### config.mk
export PLATFORM = sky130hd
export DESIGN_NAME = tcc_mul
export DESIGN_NICKNAME = d
export VERILOG_FILES = /design/src/hw/rtl/tcc_pkg.sv /design/src/hw/rtl/tcc_mul.sv
export SDC_FILE = /design/constraint.sdc
export NUM_CORES = 2
export LEC_CHECK = 0
export BUFFER_PORTS_ARGS = -buffer_cell sky130_fd_sc_hd__buf_2
export CAP_MARGIN = 20
export CORE_MARGIN = 8
export CORE_UTILIZATION = 59
export DETAILED_ROUTE_END_ITERATION = 10
export PLACE_DENSITY = 0.79
export SLEW_MARGIN = 20
export SYNTH_ARGS = -nofsm -noshare
export SYNTH_HDL_FRONTEND = slang
export SYNTH_SLANG_ARGS = --single-unit
### constraint.sdc
create_clock -name aclk -period 8.16 [get_ports aclk]
set_input_delay 0 -clock aclk [delete_from_list [all_inputs] [get_ports aclk]]
set_output_delay 0 -clock aclk [all_outputs]
set_load 0.05 [all_outputs]
### src/hw/rtl/tcc_pkg.sv
// Shared types, constants and helpers for the trajectory comfort cost block.
// Used by tcc_mul, tcc_div and trajectory_comfort_cost; no dependencies.
`default_nettype none
package tcc_pkg;

    localparam int unsigned CFG_W  = 48;
    localparam int unsigned NUM_W  = 48;
    localparam int unsigned DEN_W  = 32;

    localparam logic [31:0] TINY_Q16   = 32'd66;
    localparam logic [30:0] LIM31      = 31'h7FFF_FFFF;
    localparam logic [15:0] SMAX_FLOOR = 16'd256;

    localparam logic [31:0] RST_STEP_TIME  = 32'd6554;
    localparam logic [31:0] RST_STEP_RATE  = 32'd655360;
    localparam logic [31:0] RST_WEIGHT     = 32'd65536;
    localparam logic [2:0]  RST_POWER      = 3'd1;
    localparam logic [47:0] RST_TERM_W     = 48'd24408404006464;
    localparam logic [47:0] RST_TERM_DB    = 48'd70480818090008;
    localparam logic [31:0] RST_LIMITS     = 32'd25165888;
    localparam logic [31:0] RST_RADIUS     = 32'd0;

    typedef enum logic [2:0] {
        CFG_STEP_TIME  = 3'd0,
        CFG_STEP_RATE  = 3'd1,
        CFG_WEIGHT     = 3'd2,
        CFG_POWER      = 3'd3,
        CFG_TERM_W     = 3'd4,
        CFG_TERM_DB    = 3'd5,
        CFG_LIMITS     = 3'd6,
        CFG_RADIUS     = 3'd7
    } cfg_idx_t;

    // Request to the shared multiplier: start pulse and shift select (16 or 6).
    typedef struct packed {
        logic start;
        logic sh16;
    } mul_req_t;

    // Clamp a magnitude to 2^31-1 and apply the sign.
    function automatic logic signed [31:0] clamp31(input logic [63:0] m, input logic neg);
        logic [30:0] mm;
        mm = (m > {33'd0, LIM31}) ? LIM31 : m[30:0];
        return neg ? -$signed({1'b0, mm}) : $signed({1'b0, mm});
    endfunction

    function automatic logic [31:0] mag32(input logic signed [31:0] x);
        return x[31] ? 32'(-x) : 32'(x);
    endfunction

endpackage
`default_nettype wire

### src/hw/rtl/tcc_mul.sv
// Shared saturating 64x64 multiplier: (a*b)>>sh clamped to 64 bits.
// Four 32x32 partial products over successive cycles; uses tcc_pkg.
`default_nettype none
module tcc_mul (
    input  wire logic              aclk,
    input  wire logic              aresetn,
    input  wire tcc_pkg::mul_req_t req,
    input  wire logic [63:0]       op_a,
    input  wire logic [63:0]       op_b,
    output logic [63:0]            product,
    output logic                   done
);
    import tcc_pkg::*;

    logic [63:0]  a_reg, b_reg;
    logic         sh16_reg;
    logic [1:0]   idx_reg;
    logic [1:0]   ppos_reg;
    logic [63:0]  pp_reg;
    logic [127:0] acc_reg;
    logic         run_reg, acc_en_reg, fin_reg, done_reg;
    logic [63:0]  prod_reg;

    logic [31:0]  a_half, b_half;
    logic [127:0] shifted;

    assign a_half  = idx_reg[1] ? a_reg[63:32] : a_reg[31:0];
    assign b_half  = idx_reg[0] ? b_reg[63:32] : b_reg[31:0];
    assign shifted = sh16_reg ? (acc_reg >> 16) : (acc_reg >> 6);

    always_ff @(posedge aclk) begin
        if (!aresetn) begin
            run_reg    <= 1'b0;
            acc_en_reg <= 1'b0;
            fin_reg    <= 1'b0;
            done_reg   <= 1'b0;
            idx_reg    <= 2'd0;
        end else begin
            done_reg <= !req.start && fin_reg;
            if (req.start) begin
                run_reg    <= 1'b1;
                acc_en_reg <= 1'b0;
                fin_reg    <= 1'b0;
                idx_reg    <= 2'd0;
            end else begin
                acc_en_reg <= run_reg;
                if (run_reg) begin
                    idx_reg <= idx_reg + 2'd1;
                    if (idx_reg == 2'd3) begin
                        run_reg <= 1'b0;
                    end
                end
                fin_reg <= acc_en_reg && !run_reg;
            end
        end
    end

    always_ff @(posedge aclk) begin
        if (req.start) begin
            a_reg    <= op_a;
            b_reg    <= op_b;
            sh16_reg <= req.sh16;
            acc_reg  <= '0;
        end else begin
            if (run_reg) begin
                pp_reg   <= a_half * b_half;
                ppos_reg <= {1'b0, idx_reg[1]} + {1'b0, idx_reg[0]};
            end
            if (acc_en_reg) begin
                acc_reg <= acc_reg + ({64'd0, pp_reg} << {ppos_reg, 5'd0});
            end
            if (fin_reg) begin
                prod_reg <= (|shifted[127:64]) ? '1 : shifted[63:0];
            end
        end
    end

    assign product = prod_reg;
    assign done    = done_reg;

endmodule
`default_nettype wire

* Yosys cells after proc, flatten, opt, wreduce, memory -nomap -nowiden
Index checks and enable logic that the tools add are counted.
** Cells by class
- Bitwise logic cells :: 2
- Shift operators :: 1
- Multiplexer cells :: 6
- Reduce and logical (&&, ||, !) cells :: 8
- Equal/unequal tests :: 1
- Add/sub/neg operators :: 3
- Multiply operators :: 1
** Operator list (count)
- 128-bit adder :: 1
- 64-bit by 7-bit left shift with 128-bit output :: 1
- 122-bit two-way mux :: 1
- 32-bit by 32-bit multiplier with 64-bit output :: 1
- 32-bit two-way mux :: 2
- 64-bit OR reduction :: 1
- 2-bit AND reduction :: 2
- 1-bit two-way mux :: 3
- 1-bit by 1-bit adder with 2-bit output :: 1
- 2-bit by 1-bit adder with 2-bit output (second input constant) :: 1
- 2-bit == test (second input constant) :: 1
- 1-bit logical AND :: 2
- 1-bit zero test :: 2
- 1-bit NOT :: 2
- 2-bit OR reduction :: 1
** Storage, ports and cells
- Register bits :: 393
- Output and inout bits :: 65

* Logic depth before layout (Yosys ltp)
- Depth after elaboration :: 4
- Gate-level depth with buffers :: 33
- Mapped depth without buffers :: 30

* Worst setup path before layout
No wires, ideal clock.
- Kind :: reg-to-reg
- From :: reg idx_reg[0]
- To :: reg pp_reg[62] (data pin)
- Clock period less this slack :: 8.615 ns
- Stages on the path, launching flop included :: 30
- Setup time :: 0.265 ns
- Arrival :: 8.350 ns
- Path slack :: -0.455 ns
- Data required time :: 7.895 ns
- Buffers on the path :: 3
- Cell sequence :: dfxtp_1 clkbuf_1 buf_1 mux2i_1 clkbuf_1 nor2_1 fa_1 inv_1 fa_1 fa_1 fa_1 inv_1 fa_1 inv_1 fa_1 inv_1 fa_1 fa_1 ha_1 a21o_1 a21o_1 a21o_1 a211o_1 o211ai_1 nand2_1 o21ai_0 o31ai_1 a21oi_1 o21ai_0 xor2_1
** On the way
- Word-level cells in the longest chain between the ends :: 2
** Ends and longest elaborated chain
- from (decl) :: line tcc_mul.sv:17 : logic [1:0] idx_reg;
- from (signal assigned) :: line tcc_mul.sv:48 : idx_reg <= idx_reg + 2'd1;
- 32-bit two-way mux :: line tcc_mul.sv:28 : assign b_half = idx_reg[0] ? b_reg[63:32] : b_reg[31:0];
- 32-bit by 32-bit multiplier with 64-bit output :: line tcc_mul.sv:66 : pp_reg <= a_half * b_half;
- to (signal assigned) :: line tcc_mul.sv:66
- to (decl) :: line tcc_mul.sv:19 : logic [63:0] pp_reg;
Every way passes these cells.
A chain may end at the register's enable or synchronous reset.

* Worst setup path after layout
- From :: reg idx_reg[0]
- To :: reg pp_reg[63] (data pin)
Same word-level chain as after synthesis.

==> flow_metrics.tcl <==
set metrics [dict create \
    synth_area_per_cell_sq_um 9.11 \
    tightest_slew_ns 1.20 \
    rsz0062_at_grt "true" \
    grt_pass1_vias 49900 \
    dr_total_vias 48400 \
    start_util_pct 59.1 \
    gp_congestion 1.09 \
    ant_nets 0 \
    cp_common_cell "fa_1" \
    status "finished clean" \
    drive_above_1_share_pct 15.2 \
    grt_usage_pct 38.9 \
    slowest_stage "fa_1" \
    cp-end-kind "register" \
    max_freq_mhz 123 \
    synth_seq_cells 393 \
    hold_class "in -> reg" \
    syn2layout_area_growth_pct 17.9 \
    cap_violations 0 \
    die_h_um 324 \
    clock_latency_ns 0.68 \
    fin_util_pct 69.7 \
    ys_warn_count 0 \
    period_minus_slack_ns 8.16 \
    grt_max_degree 74 \
    io_pins 197 \
    crit_required_ns 8.58 \
    initialDrtViolationCount 5075 \
    htree_levels 2 \
    coreArea_sq_um 94400 \
    placed_cells 7738 \
    syn_inst 6132 \
    yosysSeqAreaShare_pct 18.7 \
    slowest_delay_ns 0.61 \
    cts_root_buf "clkbuf_16" \
    yosysUniqueCellTypes 88 \
    grt-ovfl-total 0 \
    post_drt_wl_per_cell_um 25.9 \
    portBuffers 196 \
    crit_arrival_ns 8.57 \
    cts_max_path_buffers 3 \
    syn_nets 7552 \
    rows 113 \
    path_max_fanout 7 \
    timing.final.max_slew_violations 0 \
    grt_pass1_wl_um 304000 \
    synth_edf_count 259 \
    layout.nets 8134 \
    synth.cell_area_sq_um 55800 \
    slew_headroom_pct 17.5 \
    clock_sinks 393 \
    antenna_found_initial 6 \
    via_per_inst 6.04 \
    dieWidth_um 324 \
    ys_async_sr_fraction_pct 0 \
    setup_violations 0 \
    drc 0 \
    cts_tree "done" \
    finalNonFillerCells 8018 \
    startpoint_type "register" \
    clk_pin_slew_ns 0.07 \
    wl_um 208000 \
    dr.pass1.iters 7 \
    crit_type "reg -> reg" \
    die-area_sq_um 105000 \
    finalCritPeriodShare_pct 100 \
    largest_reg_flops 128 \
    hpwl_um 167000 \
    hold_violations 0 \
    ys.flop_type "edfxtp_1" \
    finClkSkew_ns 0.0703 \
    cts_buffers 45 \
]
kinds of logic after synthesis:
group / Yosys count / synth area share [%]
simple gates: 1920 / 14.3
buf+inv: 1226 / 8.29
mux: 301 / 5.54
flops: 393 / 18.7
compound gates: 822 / 9.34
xor+xnor: 182 / 2.85
fa+ha+maj: 1288 / 40.9
metal layers:
layer | vias up | global-route usage, % | wire [um]
li1 | 20900 | - | -
met1 | 23900 | 46.9 | 75200
met2 | 2888 | 62.9 | 94900
met3 | 744 | 8.87 | 20400
met4 | 6 | 25.2 | 17400
met5 | - | 0 | 46
layout by cell type, fill, tap and decap left out, types with 134 or more instances in the layout:
cell type      Yosys  layout
a21oi_1          276     266
buf_2             16     195
buf_4              0     394
dlygate4sd3_1      0     134
edfxtp_1         259     259
fa_1             897     878
ha_1             391     377
inv_1            930     914
mux2i_1          235     187
nand2_1          737     734
nor2_1           879     866
o21ai_0          196     188
path summary, 6_finish.rpt:
check	end	start	slack [ns]	cells after the start
worst max register to register	pp_reg[63]$_DFFE_PP_	idx_reg[0]$_SDFFE_PP0P_	0.003	28
worst min-delay path	a_reg[57]$_DFFE_PP_	op_a[57]	0.03	2
worst max-delay path	pp_reg[63]$_DFFE_PP_	idx_reg[0]$_SDFFE_PP0P_	0.003	28
worst min register to register	acc_reg[124]$_SDFFE_PP0P_	acc_reg[124]$_SDFFE_PP0P_	0.47	2
cell type report:
| class | instances | area (sq um) |
|---|---|---|
| Tap cell | 1265 | 1580 |
| Inverter | 931 | 3490 |
| Antenna cell | 3 | 7.51 |
| Multi-Input combinational cell | 4513 | 41700 |
| Timing Repair Buffer | 830 | 7070 |
| Sequential cell | 393 | 10500 |
| Clock buffer | 58 | 1200 |
| Clock inverter | 25 | 327 |
| Fill cell | 7292 | 28600 |
stage by stage:
step	hold WS (ns)	TNS (ns)	worst slack [ns]	cell area, sq um
after global routing	0.0208	-1.22	-0.228	65800
after floorplan	0.0989	0	0.00718	55900
after detailed placement	0.178	-1.61	-0.295	61400
after global placement	0.176	-1.37	-0.294	61400
after CTS	0.000138	-0.00807	-0.00807	64400
final	0.0301	0	0.00291	65800
cells in the mapped netlist (28+ instances only):
master | n | area (sq um)
fa_1 | 897 | 18000
ha_1 | 391 | 4890
dfxtp_1 | 134 | 2680
clkbuf_1 | 246 | 923
edfxtp_1 | 259 | 7780
a21oi_1 | 276 | 1380
nand4_1 | 79 | 494
inv_1 | 930 | 3490
o21ai_0 | 196 | 981
xnor2_1 | 124 | 1090
mux2i_1 | 235 | 2350
o21bai_1 | 53 | 398
buf_1 | 28 | 105
mux2_2 | 64 | 721
o21a_1 | 29 | 218
nand2_1 | 737 | 2770
nand3_1 | 30 | 150
nor2_1 | 879 | 3300
xor2_1 | 58 | 508
and2_1 | 41 | 257
a22o_1 | 36 | 315
a21o_1 | 76 | 571
timing repair:
action	in CTS	in global routing
hold buffers	134	0
endpoints found under the hold margin	190	0
resized for setup	10	198
pin swaps	0	86
setup buffers	0	57
endpoints found under the setup margin	12	26
gates cloned	1	3
critical path: cells and delay by family, from the launching register on:
family                     cells  cell delay (ns)
buffers and inverters          7             0.89
and+or+nand+nor                5             0.97
DFF                            1             0.42
xor gates and xnor gates       1             0.13
muxes                          1             0.30
adders and majority gates      9             4.40
AOI/OAI and AO/OA              5             0.83
Power is not shown: default switching activity piles up to over one toggle a cycle in this logic, so the estimate is an artifact.
