<file path="src/hw/rtl/tcc_pkg.sv">
// Shared types, constants and helpers for the trajectory comfort cost block.
// Used by tcc_mul, tcc_div and trajectory_comfort_cost; no dependencies.
`default_nettype none
package tcc_pkg;

    localparam int unsigned CFG_W  = 48;
    localparam int unsigned NUM_W  = 48;
    localparam int unsigned DEN_W  = 32;

    localparam logic [31:0] TINY_Q16   = 32'd66;
    localparam logic [30:0] LIM31      = 31'h7FFF_FFFF;
    localparam logic [15:0] SMAX_FLOOR = 16'd256;

    localparam logic [31:0] RST_STEP_TIME  = 32'd6554;
    localparam logic [31:0] RST_STEP_RATE  = 32'd655360;
    localparam logic [31:0] RST_WEIGHT     = 32'd65536;
    localparam logic [2:0]  RST_POWER      = 3'd1;
    localparam logic [47:0] RST_TERM_W     = 48'd24408404006464;
    localparam logic [47:0] RST_TERM_DB    = 48'd70480818090008;
    localparam logic [31:0] RST_LIMITS     = 32'd25165888;
    localparam logic [31:0] RST_RADIUS     = 32'd0;

    typedef enum logic [2:0] {
        CFG_STEP_TIME  = 3'd0,
        CFG_STEP_RATE  = 3'd1,
        CFG_WEIGHT     = 3'd2,
        CFG_POWER      = 3'd3,
        CFG_TERM_W     = 3'd4,
        CFG_TERM_DB    = 3'd5,
        CFG_LIMITS     = 3'd6,
        CFG_RADIUS     = 3'd7
    } cfg_idx_t;

    // Request to the shared multiplier: start pulse and shift select (16 or 6).
    typedef struct packed {
        logic start;
        logic sh16;
    } mul_req_t;

    // Clamp a magnitude to 2^31-1 and apply the sign.
    function automatic logic signed [31:0] clamp31(input logic [63:0] m, input logic neg);
        logic [30:0] mm;
        mm = (m > {33'd0, LIM31}) ? LIM31 : m[30:0];
        return neg ? -$signed({1'b0, mm}) : $signed({1'b0, mm});
    endfunction

    function automatic logic [31:0] mag32(input logic signed [31:0] x);
        return x[31] ? 32'(-x) : 32'(x);
    endfunction

endpackage
`default_nettype wire

</file>
<file path="src/hw/rtl/tcc_div.sv">
// Restoring divider, one quotient bit per cycle: 48-bit numerator by 32-bit divisor.
// Feeds the steering normalization; uses tcc_pkg widths.
`default_nettype none
module tcc_div (
    input  wire logic                      aclk,
    input  wire logic                      aresetn,
    input  wire logic                      start,
    input  wire logic [tcc_pkg::NUM_W-1:0] num,
    input  wire logic [tcc_pkg::DEN_W-1:0] den,
    output logic [tcc_pkg::NUM_W-1:0]      quo,
    output logic                           done
);
    import tcc_pkg::*;

    logic [NUM_W-1:0] quo_reg;
    logic [DEN_W-1:0] den_reg;
    logic [DEN_W-1:0] rem_reg;
    logic [5:0]       cnt_reg;
    logic             run_reg, done_reg;

    logic [DEN_W:0]   trial;
    logic             fits;

    assign trial = {rem_reg, quo_reg[NUM_W-1]};
    assign fits  = trial >= {1'b0, den_reg};

    always_ff @(posedge aclk) begin
        if (!aresetn) begin
            run_reg  <= 1'b0;
            done_reg <= 1'b0;
            cnt_reg  <= '0;
        end else begin
            done_reg <= !start && run_reg && (cnt_reg == 6'(NUM_W - 1));
            if (start) begin
                run_reg <= 1'b1;
                cnt_reg <= '0;
            end else if (run_reg) begin
                cnt_reg <= cnt_reg + 6'd1;
                if (cnt_reg == 6'(NUM_W - 1)) begin
                    run_reg <= 1'b0;
                end
            end
        end
    end

    always_ff @(posedge aclk) begin
        if (start) begin
            quo_reg <= num;
            den_reg <= den;
            rem_reg <= '0;
        end else if (run_reg) begin
            rem_reg <= fits ? DEN_W'(trial - {1'b0, den_reg}) : trial[DEN_W-1:0];
            quo_reg <= {quo_reg[NUM_W-2:0], fits};
        end
    end

    assign quo  = quo_reg;
    assign done = done_reg;

endmodule
`default_nettype wire

</file>
<file path="config.mk">
export PLATFORM = sky130hd
export DESIGN_NAME = tcc_div
export DESIGN_NICKNAME = d
export VERILOG_FILES = /design/src/hw/rtl/tcc_pkg.sv /design/src/hw/rtl/tcc_div.sv
export SDC_FILE = /design/constraint.sdc
export NUM_CORES = 1
export LEC_CHECK = 0
export BUFFER_PORTS_ARGS = -buffer_cell sky130_fd_sc_hd__buf_4
export CAP_MARGIN = 20
export CORE_MARGIN = 3
export CORE_UTILIZATION = 56
export DETAILED_ROUTE_END_ITERATION = 16
export PLACE_DENSITY_LB_ADDON = 0.3
export SLEW_MARGIN = 20
export SYNTH_ARGS = -nofsm -noshare
export SYNTH_HDL_FRONTEND = slang
export SYNTH_SLANG_ARGS = --single-unit
</file>
<file path="constraint.sdc">
create_clock -name aclk -period 3.15 [get_ports aclk]
set_input_delay 0.7875 -clock aclk [delete_from_list [all_inputs] [get_ports aclk]]
set_output_delay 0.7875 -clock aclk [all_outputs]
set_load 0.05 [all_outputs]
</file>
# ---- After elaboration in Yosys (flattened, before gate mapping)
# Cells that the tools add are included.
dict set report word_totals {
  register_bits 120
}
dict set report classes {
  magnitude_cmp 1
  bitwise 1
  n_addsub 2
  n_reduce_logical 5
  eq_ne 1
  muxes 6
}
# cell count
set op_table {}
lappend op_table {{two-way mux 48 bit} 2}
lappend op_table {{>= comparator 33 x 32 -> 1 bit} 1}
lappend op_table {{two-way mux 32 bit} 1}
lappend op_table {{subtractor 32 bit} 1}
lappend op_table {{adder 6 x 1 -> 6 bit, second input constant} 1}
lappend op_table {{equality test 6 bit, second input constant} 1}
lappend op_table {{two-way mux 1 bit} 3}
lappend op_table {{logical AND 1 bit} 2}
lappend op_table {{nonzero test 2 bit} 1}
lappend op_table {{OR reduction 2 bit} 1}
lappend op_table {{logical NOT 1 bit} 1}
lappend op_table {{inverter 1 bit} 1}

# ---- Depth between registers and ports, before layout
# Gate-level depths: netlist of run 1.
dict set report logic_depth {
  depth_word 4
  ltp_mapped 13
  ltp_nobuf 11
}

# ---- Worst setup path after synthesis of run 1
# OpenSTA, ideal clock, no wires.
dict set report synth_timing {
  kind {register to register}
  startpoint {register quo_reg[47], in the netlist quo[47]}
  endpoint {register rem_reg[23]}
  path_buffers 1
  arrival_ps 2857
  slack_ps 202
  required_ps 3059
  stages_incl_launch_ff 13
  setup_ps 91
  cell_sequence {edfxtp_1 inv_1 ha_1 nor2b_1 o21bai_4 a311oi_2 o21ai_1 a31oi_1 nor2b_1 o31ai_4 buf_6 o311ai_1 a311oi_1}
}
dict set report synth_via {
  elab_chain_cells 2
  word_cells_on_any_way 3
}
# item line
set synth_lines {}
lappend synth_lines {{start, declared} tcc_div.sv:15} ;# logic [NUM_W-1:0] quo_reg;
lappend synth_lines {{start signal, assigned} tcc_div.sv:48} ;# quo_reg <= num;
lappend synth_lines {{start signal, assigned} tcc_div.sv:53} ;# quo_reg <= {quo_reg[NUM_W-2:0], fits};
lappend synth_lines {{subtractor 32 bit or >= comparator 33 x 32 -> 1 bit (tied branches)} {tcc_div.sv:52, tcc_div.sv:25}}
lappend synth_lines {{two-way mux 32 bit (*)} tcc_div.sv:52} ;# rem_reg <= fits ? DEN_W'(trial - {1'b0, den_reg}) : trial[DEN_W-1:0];
lappend synth_lines {{end signal, assigned} tcc_div.sv:52}
lappend synth_lines {{end, declared} tcc_div.sv:17} ;# logic [DEN_W-1:0] rem_reg;
# Mark *: on every way between the ends. The rest lies on a longest branch, timed or not.
# A chain may end at the register's enable or synchronous reset.

# ---- Worst setup path after layout of run 1
dict set report layout_timing {
  startpoint {register quo_reg[47], in the netlist quo[47]}
  endpoint {register rem_reg[28]}
}
# Same word-level chain as after synthesis.

==> results of run 1 <==
## final cells by class
class                           count  area [µm²]
Timing Repair Buffer              140        1080
Sequential cell                   120        3200
Clock inverter                     14         174
Clock buffer                       18         439
Fill cell                         738        2830
Tap cell                          140         175
Inverter                           49         184
Multi-Input combinational cell    412        3080
## what timing repair did
| action | 4_1_cts | 5_1_grt |
|---|---|---|
| hold endpoints to repair | 0 | 0 |
| setup endpoints to repair | 0 | 17 |
| gates resized for setup | 0 | 5 |
## path summary, 6_finish.rpt
check | start | to | slack [ps] | cells past startpoint
worst min register to register | cnt_reg[5] | cnt_reg[5] | 490 | 2
worst max register to register | quo[47] | rem_reg[28] | 30 | 11
worst max-delay path | quo[47] | rem_reg[28] | 30 | 11
worst min-delay path | cnt_reg[5] | cnt_reg[5] | 490 | 2
## placed cells by master (no fill, tap or decap), types with 8 or more instances in the layout
| master | instances |
|---|---|
| buf_4 | 137 |
| a211oi_1 | 25 |
| edfxtp_1 | 80 |
| nor2_1 | 49 |
| a21o_1 | 10 |
| dfxtp_1 | 39 |
| ha_1 | 33 |
| nor3_1 | 14 |
| clkbuf_16 | 17 |
| nand3_1 | 15 |
| nand2_1 | 28 |
| nand4_1 | 8 |
| mux2i_1 | 23 |
| xnor2_1 | 20 |
| o21ai_0 | 21 |
| inv_1 | 47 |
| xor2_1 | 11 |
| a21oi_1 | 32 |
| mux2_2 | 48 |
## cells in the mapped netlist (all sizes together), types with 2 or more instances
master,n,area [µm²]
xnor2,20,175
mux2,48,541
nor3,14,70.1
mux2i,23,230
nand4,8,50.1
nand2b,3,18.8
ha,33,413
a311oi,5,50.0
a21o,10,75.1
or3,3,18.8
dfxtp,40,801
nand3,15,75.1
o21ai,22,110
a211oi,26,195
a311o,2,20.0
and3,7,43.8
o31ai,2,28.8
and4,2,17.5
nor2,49,184
nor4,4,25.0
o21a,2,15.0
o31a,2,17.5
edfxtp,80,2400
buf,7,50.1
nor2b,5,31.3
o211ai,4,30.0
a21oi,33,165
nand2,28,105
o311a,2,20.0
a31oi,5,31.3
inv,48,180
xor2,11,96.3
a21boi,2,15.0
o21bai,2,26.3
a211o,3,26.3
and2,2,12.5
clkbuf,18,67.6
## kinds of logic (layout without fill, tap and decap cells)
family                   Yosys count  count (layout)  share of synthesized area, %
adder cells (fa/ha/maj)           34              34                          6.58
buffers and inverters             74             221                          4.59
flip-flops                       120             120                          48.7
AND/OR/NAND/NOR                  142             142                          10.1
XOR/XNOR                          31              31                          4.13
AO/OA/AOI/OAI                    134             134                          14.1
multiplexers                      71              71                          11.7
## per-layer routing
| layer | GRT usage, % | part of all wire [%] | vias up |
|---|---|---|---|
| met1 | 29.6 | 39 | 2519 |
| met3 | 10.9 | 8.8 | 29 |
| met2 | 43.9 | 50 | 197 |
| met5 | 0 | 0 | - |
| li1 | - | - | 2518 |
| met4 | 9.18 | 1.8 | 0 |
## stage by stage
step | hold WS (ps) | total power [µW] | util [%] | setup WS, ps
6_report | 494 | 5290 | 74.7 | 28.2
5_1_grt | 525 | 5510 | 74.7 | -49.0
3_5_place_dp | 486 | 3280 | 69.0 | 169
4_1_cts | 494 | 5300 | 74.5 | 151
2_1_floorplan | 451 | 2900 | - | 202
3_3_place_gp | 469 | 3240 | 69.0 | 289
## power by group
part | internal, µW | switching (µW)
clock network | 1270 | 740
logic | 541 | 802
registers | 1850 | 94.3
total | 3660 | 1640
## tightest hold or removal path, cell delays in order (launching register included)
cell,delay (ps)
dfxtp_1,320
o21ai_0,70
a21oi_1,60
==> results.tsv, run 1 <==
metric	value	unit
fin crit share	99.1	%
Post-Synthesis Cell Area	0.00658	mm²
Initial Util	58.8	%
Placed Cells	861	
total gr overflow	0	
ANT nets after route	0	
max-cap violations	0	
Inserted Clock Buffers	17	
Via density	5.89	
Worst Path Max Fanout	3	
Core Rows	38	
fin nets	857	
vias in the first global route	5471	
number of port buffers	131	
fin cells	893	
GP Congestion	0.866	
CP Capture Type	register	
fmax	320	MHz
post-CTS setup buffer count	0	
Post-Syn Area per Cell	10.8	µm²
ys flop type	edfxtp_1	
pin count of the biggest net entering global routing	54	
number of inserted diodes	0	
CP bufs+invs	1	
Residual DRC	0	
Crit-path slowest cell	fa_1	
Max clock buf depth	2	
Clock Latency Late Sink	430	ps
syn_nets	723	
Fin Clk Skew	16.8	ps
Hold Buf Count CTS	0	
number of synthesized flops with an enable pin	80	
startpoint types	register	
library cells used by synthesis	59	
DP Area	0.00771	mm²
CTS tree	built	
Detailed Place HPWL	11300	µm
critical path arrival	3460	ps
Total Neg Setup Slack	0	ps
Avg WL per Cell	18.3	µm
clock slew at reported path FFs	70	ps
layout cells sized above 1	30.4	%
minimum clock period	3120	ps
# IOs	132	
crit path cell chain	inv_1, ha_1, fa_1, o21ai_0, a211oi_2, a21o_1, o21a_1, o31ai_1, xor2_1, mux2i_1, a211oi_1	
PwrDens	635	mW/mm²
die height	114	µm
antenna violations before repair	0	
YS warnings	0	
core area	0.0112	mm²
total vias in the final route	5263	
static leakage	0.00356	µW
register area share after synthesis	48.7	%
clk root buf	clkbuf_16	
CP max stage delay	430	ps
Hold/Removal Path Class	reg2reg	
Final Slew Violations	0	
status	finished, final reports clean	
Mapped Cells	606	
First-pass DRT Iterations	7	
Finished Cell Area	0.00834	mm²
Area Overhead vs Synth	26.9	%
Req. time, crit path	3490	ps
Sink Count	120	
H-tree Lvls	4	
first-pass GRT wire length	26600	µm
Crit path max-delay family	compound AO/OA/AOI/OAI gates	
GRT Total Usage	26.0	%
ys async rst share	0	%
Die Width	114	µm
max_slew headroom	61.7	%
Fin. Hold Viols	0	
max reg flops	48	
Yosys reg bits	120	
final WL	16300	µm
Crit Path Category	reg2reg	
drt initial violations	286	
Die Footprint	0.0131	mm²
worst vdd ir	0.585	mV
Setup-failing EPs final	0	
Slew @ Worst Pin	575	ps
RSZ-0062 raised after global routing	true	
No activity file was read; power rests on OpenSTA's default activity.
==> inputs of run 2 (changes only) <==
--- a/config.mk
+++ b/config.mk
@@ -5,10 +5,12 @@
 export SDC_FILE = /design/constraint.sdc
 export NUM_CORES = 1
 export LEC_CHECK = 0
+export ABC_AREA = 1
 export BUFFER_PORTS_ARGS = -buffer_cell sky130_fd_sc_hd__buf_4
 export CAP_MARGIN = 20
+export CORE_ASPECT_RATIO = 0.7
 export CORE_MARGIN = 3
-export CORE_UTILIZATION = 56
+export CORE_UTILIZATION = 57
 export DETAILED_ROUTE_END_ITERATION = 16
 export PLACE_DENSITY_LB_ADDON = 0.3
 export SLEW_MARGIN = 20
==> run 2 against run 1 <==
Net effect:
- synthesized area up 14%
- cell area up 11%
- critical path type unchanged
- hold slack worse by 22 ps
- register-to-register slack better by 660 ps
- clock skew down 5.0 ps
==> results.tsv, run 2 <==
metric	value	unit	change
Worst Path Max Fanout	32		+29
library cells used by synthesis	34		-42%
worst vdd ir	0.333	mV	-43%
total gr overflow	0		unchanged
YS warnings	0		unchanged
RSZ-0062 raised after global routing	false		
post-synth top area share	32.0	%	-4.6 points
antenna violations before repair	0		unchanged
leading area contributor after synthesis	edfxtp_1		
PnR worst setup slack	692	ps	+664 ps
Die Width	143	µm	+25%
core area	0.0126	mm²	+13%
most frequent cells in the layout	nand2_1 (457), inv_1 (185), buf_4 (138), nand3_1 (83), edfxtp_1 (80)		
most common cell after layout, fill and taps aside	nand2_1		
Hold Buf Count CTS	0		unchanged
first-pass GRT wire length	32900	µm	+23%
Core Rows	34		-11%
ys async rst share	0	%	unchanged
static leakage	0.00496	µW	+39%
ANT nets after route	0		unchanged
met2 Usage GRT	42.8	%	-1.1 points
Via density	5.12		-13%
drt initial violations	547		+91%
Slew @ Worst Pin	617	ps	+41.7 ps
First-pass DRT Iterations	5		-2
Post-Synthesis Cell Area	0.00752	mm²	+14%
ys flop type	edfxtp_1		
critical path arrival	2750	ps	-710 ps
max reg flops	48		unchanged
Max clock buf depth	2		unchanged
Hold/Removal Path Class	reg2reg		
Mapped Cells	1067		+76%
Setup-failing EPs final	0		unchanged
Clock Latency Late Sink	420	ps	about the same
H-tree Lvls	4		unchanged
top cells by count, synth	nand2_1 (457), inv_1 (187), nand3_1 (83)		
Final Slew Violations	0		unchanged
GRT Max-Usage Layer	met1		
Inserted Clock Buffers	17		unchanged
number of port buffers	131		unchanged
met3 Use GR	6.64	%	-4.3 points
register area share after synthesis	42.6	%	-6.1 points
Crit Path Category	reg2reg		
Worst Hold Launch	rem_reg[13]		
pin count of the biggest net entering global routing	61		+13%
max_slew headroom	58.9	%	-2.8 points
Req. time, crit path	3440	ps	-50 ps
max-cap violations	0		unchanged
Residual DRC	0		unchanged
Reg2Reg Depth	13		+2
PwrDens	499	mW/mm²	-21%
layout cells sized above 1	15.7	%	-15 points
Post-Syn Area per Cell	7.04	µm²	-35%
# IOs	132		unchanged
fin crit share	78.0	%	-21 points
number of inserted diodes	0		unchanged
top cells by area, synth	edfxtp_1 (32%), nand2_1 (23%), dfxtp_1 (11%)		
Die Footprint	0.0146	mm²	+12%
GRT Total Usage	28.8	%	+2.8 points
DP Area	0.00863	mm²	+12%
GRT met1 Usage	42.9	%	+13 points
Filler Cell Count	980		+33%
minimum clock period	2460	ps	-664 ps
Finished Cell Area	0.00927	mm²	+11%
Area Overhead vs Synth	23.3	%	
Yosys reg bits	120		unchanged
status	finished, final reports clean		
Sequential Area	0.00320	mm²	about the same
syn_nets	1184		+64%
CP Capture Type	register		
r2r startpoint	den_reg[27]		
most numerous cell in the Yosys netlist	nand2_1		
post-CTS setup buffer count	0		unchanged
Sink Count	120		unchanged
startpoint types	register		
vias in the first global route	6515		+19%
Fin. Hold Viols	0		unchanged
Fin Clk Skew	11.8	ps	-5.01 ps
GP Congestion	0.980		+13%
fmax	407	MHz	+27%
Setup Slack @ Placement	678	ps	+508 ps
clock slew at reported path FFs	60	ps	about the same
total vias in the final route	7031		+34%
number of synthesized flops with an enable pin	80		unchanged
hold path cells	2		unchanged
Resized Gates After CTS	0		unchanged
Hold EP	rem_reg[13]		
die height	102	µm	-11%
Initial Util	59.5	%	+0.64 points
final WL	20600	µm	+26%
clk root buf	clkbuf_16		
area occupied by multi-input gates	0.00347	mm²	+13%
Detailed Place HPWL	15000	µm	+32%
fin nets	1316		+54%
worst r2r dst	rem_reg[1]		
CTS tree	built		
Total Neg Setup Slack	0	ps	unchanged
R2R setup slack	690	ps	+660 ps
Avg WL per Cell	15.0	µm	-18%
==> run 2: changes by cell type after synthesis, moves of 8 or more <==
cell and delta:
mux2_2 -48, a21o_1 -10, inv_1 +139, a211oi_1 -26
a21oi_1 -11, o21ai_1 +8, nand2_1 +429, xor2_1 -10
o21ai_0 -12, nor3_1 -8, mux2i_1 -23, nand3b_1 +13
nand3_1 +68
==> run 2: where the power goes <==
part / internal [µW] / switching, µW
registers: 1800 / 49.3
logic: 250 / 509
clock network: 1200 / 818
==> run 2: worst max-delay path, stage by stage, from the launching register on <==
cell      delay, ps
edfxtp_1        330
inv_1            40
ha_1            390
nand2_1         120
nor2_1          310
nand2_1          90
nor2_1          120
nand2_1          80
nor2_2          130
nor2_4           70
nand2_4         310
nand2_1         120
nand3_1         100
o21ai_0         100
==> run 2: final cells by class <==
cell class | instances | area share, %
flip-flops and latches | 120 | 34.6
repair buffers | 140 | 11.7
clock inverters | 15 | 1.96
clock buffers | 17 | 4.59
well taps | 162 | 2.19
inverters | 187 | 7.57
multi-input cells | 733 | 37.4
==> run 2: cell families (layout without fill, tap and decap cells) <==
kind of cell / after synthesis / after routing / synth area share (%)
and+or+nand+nor: 637 / 637 / 35.3
xor gates and xnor gates: 14 / 14 / 1.63
adders and majority gates: 34 / 34 / 5.76
buffers and inverters: 214 / 359 / 11.2
DFF: 120 / 120 / 42.6
AOI/OAI and AO/OA: 48 / 48 / 3.46
==> run 2: worst max path at each step <==
stage | depth (start not counted) | end | from
detailed placement | 8 | rem_reg[27] | start
global route | 13 | rem_reg[25] | den_reg[24]
CTS | 13 | rem_reg[6] | den_reg[27]
global placement | 8 | rem_reg[27] | start
floorplan | 4 | quo[0] | start
finish | 13 | rem_reg[1] | den_reg[27]
==> run 2: per-layer routing <==
| layer | share of wire (%) | up-vias |
|---|---|---|
| met2 | 43 | 234 |
| met4 | 0.85 | 0 |
| met3 | 7.2 | 16 |
| met1 | 49 | 3202 |
| li1 | - | 3579 |
| met5 | 0 | - |
==> run 2: per-stage QoR <==
step,hold WS (ps),std cells,total power (µW),utilization [%]
finish,472,1374,4630,73.3
global route,482,1374,4790,73.3
CTS,470,1373,4640,73.1
detailed placement,458,1341,2630,68.3
global placement,457,1341,2620,68.3
floorplan,443,1067,2360,-
==> inputs of run 3 (changes only) <==
--- a/config.mk
+++ b/config.mk
@@ -5,12 +5,12 @@
 export SDC_FILE = /design/constraint.sdc
 export NUM_CORES = 1
 export LEC_CHECK = 0
-export ABC_AREA = 1
+export ABC_AREA = 0
 export BUFFER_PORTS_ARGS = -buffer_cell sky130_fd_sc_hd__buf_4
 export CAP_MARGIN = 20
 export CORE_ASPECT_RATIO = 0.7
 export CORE_MARGIN = 3
-export CORE_UTILIZATION = 57
+export CORE_UTILIZATION = 56
 export DETAILED_ROUTE_END_ITERATION = 16
 export PLACE_DENSITY_LB_ADDON = 0.3
 export SLEW_MARGIN = 20
==> constraint.sdc (replaced) <==
create_clock -name aclk -period 2.3 [get_ports aclk]
set_input_delay 0.575 -clock aclk [delete_from_list [all_inputs] [get_ports aclk]]
set_output_delay 0.575 -clock aclk [all_outputs]
set_load 0.05 [all_outputs]
==> run 3 against run 2 <==
Net effect:
- the flow now finishes with violations (negative setup slack)
- clock power grew 38%
- critical path depth is the same
- combinational power grew to 3.8 times the previous value
- maximum frequency shrank 22%
==> results.tsv, run 3 (synthesis gave the netlist of run 1 again) <==
metric	value	unit	change
die height	96.7	µm	-5.3%
fin nets	987		-25%
critical path arrival	3440	ps	+690 ps
Worst Path Max Fanout	5		-84%
first-pass GRT wire length	34200	µm	+4.1%
Final Slew Violations	0		unchanged
CP Capture Type	register		
Hold/Removal Path Class	in2reg		
Total Neg Setup Slack	-23740	ps	-23740 ps
fmax	319	MHz	-22%
PnR worst setup slack	-836	ps	-1530 ps
most frequent cells in the layout	buf_4 (259), edfxtp_1 (80), nor2_1 (49), mux2_2 (48), inv_1 (42)		
Slew @ Worst Pin	725	ps	+108 ps
total gr overflow	0		unchanged
Req. time, crit path	2600	ps	-840 ps
clock slew at reported path FFs	60	ps	about the same
static leakage	0.00428	µW	-14%
layout cells sized above 1	49.3	%	+34 points
number of port buffers	131		unchanged
Setup Slack @ Placement	-478	ps	-1160 ps
max reg flops	48		unchanged
Via density	6.59		+29%
final WL	26200	µm	+27%
H-tree Lvls	4		unchanged
Die Footprint	0.0131	mm²	-10%
Placed Cells	980		-27%
Detailed Place HPWL	13200	µm	-12%
clk root buf	clkbuf_16		
minimum clock period	3140	ps	+678 ps
Die Width	136	µm	-5.4%
PwrDens	836	mW/mm²	+67%
Setup-failing EPs final	33		+33
max_slew headroom	51.6	%	-7.3 points
most common cell after layout, fill and taps aside	buf_4		
RSZ-0062 raised after global routing	true		
Inserted Clock Buffers	17		unchanged
ANT nets after route	0		unchanged
fin cells	1036		-25%
number of inserted diodes	0		unchanged
GRT Total Usage	33.2	%	+4.4 points
Crit Path Category	reg2reg		
max-cap violations	0		unchanged
Clock Latency Late Sink	440	ps	+20 ps
Core Util, Final	88.5	%	+15 points
Fin. Hold Viols	0		unchanged
total vias in the final route	6827		-2.9%
Residual DRC	0		unchanged
fin crit share	136	%	+58 points
# IOs	132		unchanged
Initial Util	58.4	%	-1.0 points
Max clock buf depth	2		unchanged
failing checks	negative setup slack		
Core Rows	32		-5.9%
vias in the first global route	6522		+0.11%
CTS tree	built		
worst vdd ir	0.652	mV	+96%
pin count of the biggest net entering global routing	53		-13%
Filler Cell Count	445		-55%
GP Congestion	0.941		-4.1%
First-pass DRT Iterations	6		+1
Fin Clk Skew	11.8	ps	+0.00780 ps
antenna violations before repair	0		unchanged
core area	0.0113	mm²	-11%
Area Overhead vs Synth	51.5	%	
drt initial violations	1230		+120%
startpoint types	register		
Sink Count	120		unchanged
Avg WL per Cell	25.3	µm	+68%
status	finished with violations		
Hold Buf Count CTS	0		unchanged
-- run 3: cell types whose count changed in the layout (fill, tap and decap cells not counted), sizes merged, moves of 13 or more --
cell,delta
buf,+129
inv,-142
nand3b,-13
mux2i,+23
mux2,+48
a211oi,+26
nand3,-69
nand2,-436
-- run 3: what timing repair did --
action,4_1_cts,5_1_grt
resized for setup,48,42
pin swaps,18,26
buffers inserted,15,9
setup endpoints to repair,33,33
cloned,2,1
-- run 3: final cells by class --
type / instances / area (µm²) / share of cell area (%)
inverter: 49 / 185 / 1.86
multi-input combinational: 412 / 3670 / 36.9
sequential: 120 / 3200 / 32.2
clock buffer: 17 / 425 / 4.27
timing repair buffer: 270 / 2110 / 21.2
tap: 153 / 191 / 1.92
clock inverter: 15 / 168 / 1.68
-- run 3: routing by layer --
metal	share of wire (%)	wire (µm)	global-route usage [%]	up-vias
met1	35	9040	40.6	3208
met4	7.0	1820	13.5	0
met5	0	0	0	-
li1	-	-	-	2776
met3	10	2730	7.80	198
met2	48	12600	56.5	645
-- run 3: path summary, 6_finish.rpt --
check	end	slack, ps	cells after the start	from
hold reg to reg	rem_reg[14]	540	2	rem_reg[14]
setup reg to reg	rem_reg[12]	-840	13	den_reg[1]
setup / recovery	rem_reg[12]	-840	13	den_reg[1]
hold / removal	den_reg[12]	310	1	den[12]
-- run 3: report_power, final --
| group | internal [µW] | switching, µW | total [µW] |
|---|---|---|---|
| clock network | 1620 | 1170 | 2790 |
| registers | 2530 | 131 | 2660 |
| logic | 1250 | 1620 | 2870 |
| total | 5400 | 2920 | 8320 |
-- run 3: critical path: stages (launching register included) --
cell	delay (ps)
edfxtp_1	440
inv_2	70
ha_4	280
nor2b_4	180
o21bai_4	100
a311oi_4	350
o21ai_2	180
a31oi_4	260
nor2b_4	90
o31ai_4	380
buf_6	180
buf_12	130
mux2i_2	260
a211oi_1	110
-- run 3: through the flow --
| step | hold slack (ps) | power (µW) | area, µm² |
|---|---|---|---|
| 2_1_floorplan | 458 | 4030 | 6700 |
| 3_5_place_dp | 493 | 4890 | 8640 |
| 4_1_cts | 320 | 7860 | 9680 |
| 3_3_place_gp | 467 | 4800 | 8640 |
| 6_report | 312 | 8320 | 9960 |
| 5_1_grt | 309 | 8490 | 9960 |
